===== config.mk =====
export PLATFORM = sky130hd
export DESIGN_NAME = double_ended_queue
export DESIGN_NICKNAME = d
export VERILOG_FILES = /design/src/ddq_pkg.sv /design/src/double_ended_queue.sv /design/src/ddq_cell.sv
export SDC_FILE = /design/constraint.sdc
export NUM_CORES = 2
export LEC_CHECK = 0
export ABC_AREA = 1
export BUFFER_PORTS_ARGS = -buffer_cell sky130_fd_sc_hd__buf_2
export CAP_MARGIN = 20
export CORE_UTILIZATION = 30
export DETAILED_ROUTE_END_ITERATION = 10
export HOLD_SLACK_MARGIN = 0.15
export PLACE_DENSITY = 0.41
export SLEW_MARGIN = 20
export SYNTH_ARGS = -nofsm -noshare
export SYNTH_HDL_FRONTEND = slang
export SYNTH_SLANG_ARGS = --single-unit
export TNS_END_PERCENT = 20

===== constraint.sdc =====
create_clock -name aclk -period 14 [get_ports aclk]
set_clock_uncertainty 0.05 [all_clocks]
set_input_delay 2.1 -clock aclk [delete_from_list [all_inputs] [get_ports aclk]]
set_output_delay 2.1 -clock aclk [all_outputs]
set_load 0.05 [all_outputs]

===== src/ddq_pkg.sv =====
// ddq_pkg: shared types and constants for the double-ended queue
// no dependencies; used by ddq_cell and double_ended_queue
`timescale 1ns / 1ps

package ddq_pkg;

    localparam int DATA_W = 64;
    localparam int CMD_W  = 3;
    localparam int STAT_W = 2;

    typedef logic [DATA_W-1:0] data_t;

    typedef enum logic [CMD_W-1:0] {
        CMD_PUSH_FRONT = 3'd0,
        CMD_PUSH_REAR  = 3'd1,
        CMD_POP_FRONT  = 3'd2,
        CMD_POP_REAR   = 3'd3,
        CMD_PEEK       = 3'd4
    } cmd_t;

    typedef enum logic [STAT_W-1:0] {
        ST_OK        = 2'd0,
        ST_OVERFLOW  = 2'd1,
        ST_UNDERFLOW = 2'd2
    } status_t;

    typedef enum logic [2:0] {
        OP_HOLD,
        OP_PUSH_FRONT,
        OP_PUSH_REAR,
        OP_POP_FRONT,
        OP_POP_REAR
    } cell_op_t;

    typedef struct packed {
        cell_op_t op;
        data_t    value;
    } cell_ctrl_t;

    localparam data_t EMPTY_MARK = '1;

endpackage


===== src/double_ended_queue.sv =====
// double_ended_queue: top level, command decode, count, status and result register
// depends on ddq_pkg and ddq_cell
`timescale 1ns / 1ps

// Bounded double-ended queue of signed 64-bit values held in a row of DEPTH cells.
// The front value always sits in the first cell: a push or pop at the front shifts
// the whole row by one place, a push or pop at the rear touches only the cell at the
// boundary of the occupied run. One item is taken per clock cycle; its result is
// presented in the next cycle and a new item is accepted in the same cycle that the
// previous result is taken, so back-to-back items run at one per cycle. The rear
// value is selected by an OR over all cells, whose depth sets the critical path.
// A push to a full queue or a pop from an empty one leaves the contents unchanged
// and is flagged in status; an empty queue reports -1 at both ends.

module double_ended_queue #(
    parameter int DEPTH = 16
) (
    input  logic                            aclk,
    input  logic                            aresetn,
    input  logic                            s_valid,
    output logic                            s_ready,
    input  logic [ddq_pkg::CMD_W-1:0]       s_command,
    input  logic signed [ddq_pkg::DATA_W-1:0] s_value,
    output logic                            m_valid,
    input  logic                            m_ready,
    output logic signed [ddq_pkg::DATA_W-1:0] m_front_value,
    output logic signed [ddq_pkg::DATA_W-1:0] m_rear_value,
    output logic [$clog2(DEPTH+1)-1:0]      m_entry_count,
    output logic                            m_is_empty,
    output logic [ddq_pkg::STAT_W-1:0]      m_status
);
    import ddq_pkg::*;

    localparam int CNT_W = $clog2(DEPTH + 1);

    logic [CNT_W-1:0] count_reg, count_next;
    status_t          status_reg, status_next;
    logic             valid_reg, valid_next;
    cell_ctrl_t       ctrl;
    logic             accept;
    logic             is_full;
    logic             is_empty;

    logic  occ_w  [DEPTH];
    data_t data_w [DEPTH];
    data_t tap_w  [DEPTH];
    data_t rear_or;

    assign accept   = s_valid && s_ready;
    assign is_full  = (count_reg == CNT_W'(DEPTH));
    assign is_empty = (count_reg == '0);
    assign s_ready  = !valid_reg || m_ready;

    // command decode
    always_comb begin
        ctrl.op     = OP_HOLD;
        ctrl.value  = data_t'(s_value);
        count_next  = count_reg;
        status_next = status_reg;
        if (accept) begin
            status_next = ST_OK;
            case (cmd_t'(s_command))
                CMD_PUSH_FRONT, CMD_PUSH_REAR: begin
                    if (is_full) begin
                        status_next = ST_OVERFLOW;
                    end else begin
                        ctrl.op    = (cmd_t'(s_command) == CMD_PUSH_FRONT) ?
                                     OP_PUSH_FRONT : OP_PUSH_REAR;
                        count_next = count_reg + CNT_W'(1);
                    end
                end
                CMD_POP_FRONT, CMD_POP_REAR: begin
                    if (is_empty) begin
                        status_next = ST_UNDERFLOW;
                    end else begin
                        ctrl.op    = (cmd_t'(s_command) == CMD_POP_FRONT) ?
                                     OP_POP_FRONT : OP_POP_REAR;
                        count_next = count_reg - CNT_W'(1);
                    end
                end
                default: begin
                    ctrl.op = OP_HOLD;
                end
            endcase
        end
    end

    always_comb begin
        valid_next = valid_reg;
        if (accept) begin
            valid_next = 1'b1;
        end else if (m_ready) begin
            valid_next = 1'b0;
        end
    end

    always_ff @(posedge aclk) begin
        if (!aresetn) begin
            count_reg  <= '0;
            status_reg <= ST_OK;
            valid_reg  <= 1'b0;
        end else begin
            count_reg  <= count_next;
            status_reg <= status_next;
            valid_reg  <= valid_next;
        end
    end

    // cell chain
    for (genvar i = 0; i < DEPTH; i++) begin : g_cell
        logic  l_occ, r_occ;
        data_t l_data, r_data;

        if (i == 0) begin : g_head
            assign l_occ  = 1'b1;
            assign l_data = data_t'(s_value);
        end else begin : g_mid_l
            assign l_occ  = occ_w[i-1];
            assign l_data = data_w[i-1];
        end

        if (i == DEPTH - 1) begin : g_tail
            assign r_occ  = 1'b0;
            assign r_data = data_w[i];
        end else begin : g_mid_r
            assign r_occ  = occ_w[i+1];
            assign r_data = data_w[i+1];
        end

        ddq_cell u_cell (
            .aclk       (aclk),
            .aresetn    (aresetn),
            .ctrl       (ctrl),
            .left_occ   (l_occ),
            .left_data  (l_data),
            .right_occ  (r_occ),
            .right_data (r_data),
            .occ        (occ_w[i]),
            .data       (data_w[i]),
            .rear_tap   (tap_w[i])
        );
    end

    // only the last occupied cell drives a non-zero tap
    always_comb begin
        rear_or = '0;
        for (int k = 0; k < DEPTH; k++) begin
            rear_or = rear_or | tap_w[k];
        end
    end

    assign m_valid       = valid_reg;
    assign m_entry_count = count_reg;
    assign m_is_empty    = is_empty;
    assign m_status      = status_reg;
    assign m_front_value = is_empty ? EMPTY_MARK : data_w[0];
    assign m_rear_value  = is_empty ? EMPTY_MARK : rear_or;

endmodule


===== src/ddq_cell.sv =====
// ddq_cell: one storage cell of the queue chain, holding a value and an occupied flag
// depends on ddq_pkg; neighbours in the chain feed it their contents every cycle
`timescale 1ns / 1ps

module ddq_cell (
    input  logic                aclk,
    input  logic                aresetn,
    input  ddq_pkg::cell_ctrl_t ctrl,
    input  logic                left_occ,
    input  ddq_pkg::data_t      left_data,
    input  logic                right_occ,
    input  ddq_pkg::data_t      right_data,
    output logic                occ,
    output ddq_pkg::data_t      data,
    output ddq_pkg::data_t      rear_tap
);
    import ddq_pkg::*;

    logic  occ_reg, occ_next;
    data_t data_reg, data_next;

    always_comb begin
        occ_next  = occ_reg;
        data_next = data_reg;
        case (ctrl.op)
            OP_PUSH_FRONT: begin
                occ_next  = left_occ;
                data_next = left_data;
            end
            OP_POP_FRONT: begin
                occ_next  = right_occ;
                data_next = right_data;
            end
            OP_PUSH_REAR: begin
                // first free cell behind the last occupied one
                if (!occ_reg && left_occ) begin
                    occ_next  = 1'b1;
                    data_next = ctrl.value;
                end
            end
            OP_POP_REAR: begin
                if (occ_reg && !right_occ) begin
                    occ_next = 1'b0;
                end
            end
            default: begin
                occ_next  = occ_reg;
                data_next = data_reg;
            end
        endcase
    end

    always_ff @(posedge aclk) begin
        if (!aresetn) begin
            occ_reg <= 1'b0;
        end else begin
            occ_reg <= occ_next;
        end
    end

    always_ff @(posedge aclk) begin
        data_reg <= data_next;
    end

    assign occ      = occ_reg;
    assign data     = data_reg;
    assign rear_tap = (occ_reg && !right_occ) ? data_reg : '0;

endmodule


==> results_dict.tcl <==
set metrics [dict create \
    setup_tns_ns 0 \
    worstPathMaxFanout 29 \
    ctsResizeCount 0 \
    power_uw 8220 \
    violations "DRC" \
    grt_pass1_wl_um 315000 \
    post_cts_buffers 0 \
    numPlacedInstances 7151 \
    synthCells 4939 \
    worst_slack_ns 7.00 \
    clk_pin_slew_ns 0.06 \
    ys_seq_area_share_pct 58.6 \
    cts_root_buf "clkbuf_16" \
    maxCapViolations 0 \
    layout_commonest_cell "edfxtp_1" \
    status "complete, but fails checks" \
    async_flop_share_pct 0 \
    r2r_start "m_entry_count[1]$_SDFFE_PN0P_" \
    ir_worst_vdd_mv 0.109 \
    die_y_um 423 \
    remaining_drc_errors 50 \
    wl_per_cell_um 30.0 \
    core_sq_mm 0.176 \
    cts.sinks 1048 \
    synth-simple-area-share_pct 8.30 \
    post-route-period-util_pct 50.0 \
    min_period_ns 7.00 \
    synth_mux_area_share_pct 0 \
    leakagePower_uw 0.0229 \
    grt_remaining_overflow 0 \
    rsz0062_at_grt "false" \
    cp.required_ns 11.85 \
    drive_above_1_share_pct 11.7 \
    hp-class "reg -> reg" \
    met1Wirelength_um 97700 \
    crit_path_start "g_cell[15].u_cell.occ$_SDFFE_PN0P_" \
    die_x_um 423 \
    viasPerCell 5.81 \
    top_layer_used "met5" \
    final_util_pct 34.0 \
    antenna_found_initial 10 \
    met3_length_um 13600 \
    clockBufferDepth 3 \
    htreeDepth 4 \
    yosysWarningCount 0 \
    setup_viol 0 \
    largest_register_ffs 1024 \
    rows 154 \
    initial_utilization_pct 30.2 \
    met2_wirelength_um 104000 \
    clk_latency_ns 0.79 \
    die_area_sq_mm 0.179 \
    power_density_mw_per_mm2 137 \
    synth_edf_count 1024 \
    most-common-layout-cells "1024 x edfxtp_1, 965 x inv_1, 819 x o221ai_1, 639 x nand2_1, 208 x buf_2" \
    synth_adder_area_share_pct 0.108 \
    start_kind "flop" \
    cts_tree "done" \
    worstPathArrival_ns 4.85 \
    hpwl_um 121000 \
    max_freq_mhz 143 \
    area_growth_syn_to_layout_pct 12.7 \
    slew_viol_final 0 \
    synth_cell_types 44 \
    slew_headroom_pct 22.2 \
    worst_pin_slew_ns 1.17 \
    antenna_left 0 \
    grt_max_degree 210 \
    hold_buffers 0 \
    numCtsBuffers 131 \
    wl_um 222000 \
    instances_no_fill 7386 \
    min-delay-start "m_valid$_SDFFE_PN0P_" \
    synth.net_count 5014 \
    syn_avg_cell_area_sq_um 10.8 \
    ys_ff_latch 1048 \
    final_nets 5019 \
    synthFlopType "edfxtp_1" \
    synth_area_sq_mm 0.0532 \
    grt_pass1_vias 41900 \
    critPathCaptureType "output pin" \
    drt_iter0_drc 5036 \
    finalWeightedCongestion 0.781 \
    grt_use_total_pct 24.1 \
    io_pins 209 \
    synth_compound_area_share_pct 21.9 \
    portBuffers 208 \
    post-place-ws_ns 6.48 \
    critical_path_class "reg -> out" \
    synth_top_family_by_area "compound AO/OA/AOI/OAI gates" \
    synthXorXnorAreaFrac_pct 0.0329 \
    dr.pass1.iters 8 \
    vias 42900 \
    finalHoldViolations 0 \
]
## layer usage
metal	up-vias	global-route usage, %
met5	-	0
met4	2	6.80
met3	321	3.35
met2	1848	39.1
met1	22000	33.4
li1	18700	-
## through the flow
stage | area (sq um) | hold WS [ns]
finish | 60000 | 0.462
floorplan | 53200 | 0.466
global placement | 56100 | 0.452
global route | 60000 | 0.509
CTS | 60000 | 0.460
detailed placement | 56100 | 0.449
## Yosys cell counts, types with 2 or more instances
| cell | count | area share (%) |
|---|---|---|
| clkbuf_1 | 243 | 1.7 |
| nand2_1 | 651 | 4.6 |
| a211oi_1 | 39 | 0.55 |
| buf_4 | 31 | 0.44 |
| o2111ai_1 | 38 | 0.63 |
| nor4_1 | 31 | 0.36 |
| o211ai_1 | 92 | 1.3 |
| nor3_1 | 23 | 0.22 |
| inv_1 | 970 | 6.8 |
| a21oi_1 | 43 | 0.40 |
| buf_1 | 33 | 0.23 |
| ha_1 | 3 | 0.070 |
| nand2_4 | 63 | 1.3 |
| inv_2 | 6 | 0.042 |
| o221ai_1 | 819 | 13 |
| buf_2 | 78 | 0.73 |
| o21ai_0 | 185 | 1.7 |
| o21ai_1 | 35 | 0.33 |
| nor2_1 | 62 | 0.44 |
| o22ai_1 | 193 | 2.3 |
| a221oi_1 | 59 | 0.97 |
| buf_8 | 6 | 0.17 |
| a22oi_1 | 3 | 0.042 |
| buf_6 | 33 | 0.70 |
| dfxtp_1 | 24 | 0.90 |
| nand3_1 | 55 | 0.52 |
| edfxtp_1 | 1024 | 58 |
| nand2_2 | 4 | 0.047 |
| a2111oi_0 | 12 | 0.20 |
| nor2_2 | 2 | 0.023 |
| clkinv_1 | 7 | 0.049 |
| nand4_1 | 60 | 0.70 |
## critical path, cell delays in order, from the launching register on
cell and delay, ns:
dfxtp_4 0.66, inv_2 0.41, buf_4 0.39, nand2_4 0.35, buf_4 0.68, o22ai_1 0.14
a211oi_1 0.34, o2111ai_1 0.50, buf_2 0.40
## power breakdown
part,switching [uW],internal (uW)
clock network,1420,1790
logic,1050,302
registers,50.2,3610
total,2520,5700
## path summary, 6_finish.rpt
path	slack [ns]	cells past startpoint	to
min reg2reg	0.46	2	m_valid$_SDFFE_PN0P_
min	0.46	2	m_valid$_SDFFE_PN0P_
max reg2reg	7.86	10	g_cell[3].u_cell.data[39]$_DFFE_PP_
max	7.00	8	m_rear_value[2]
## layout make-up
cell class	count	area, sq um
repair buffers	297	1740
diodes	3	7.51
clock inverters	68	415
inverters	984	3720
flip-flops and latches	1048	31200
well taps	2340	2930
clock buffers	164	3510
multi-input cells	2482	16500
fillers	17800	116000
## cells by family (layout without fill, tap and decap cells)
kind of cell,Yosys count,in the layout
AO/OA/AOI/OAI,1521,1521
XOR/XNOR,2,2
adder cells (fa/ha/maj),4,4
buffers and inverters,1409,1513
flip-flops,1048,1048
other,0,3
AND/OR/NAND/NOR,955,955
Note: power is estimated with default switching activity, not from simulation.
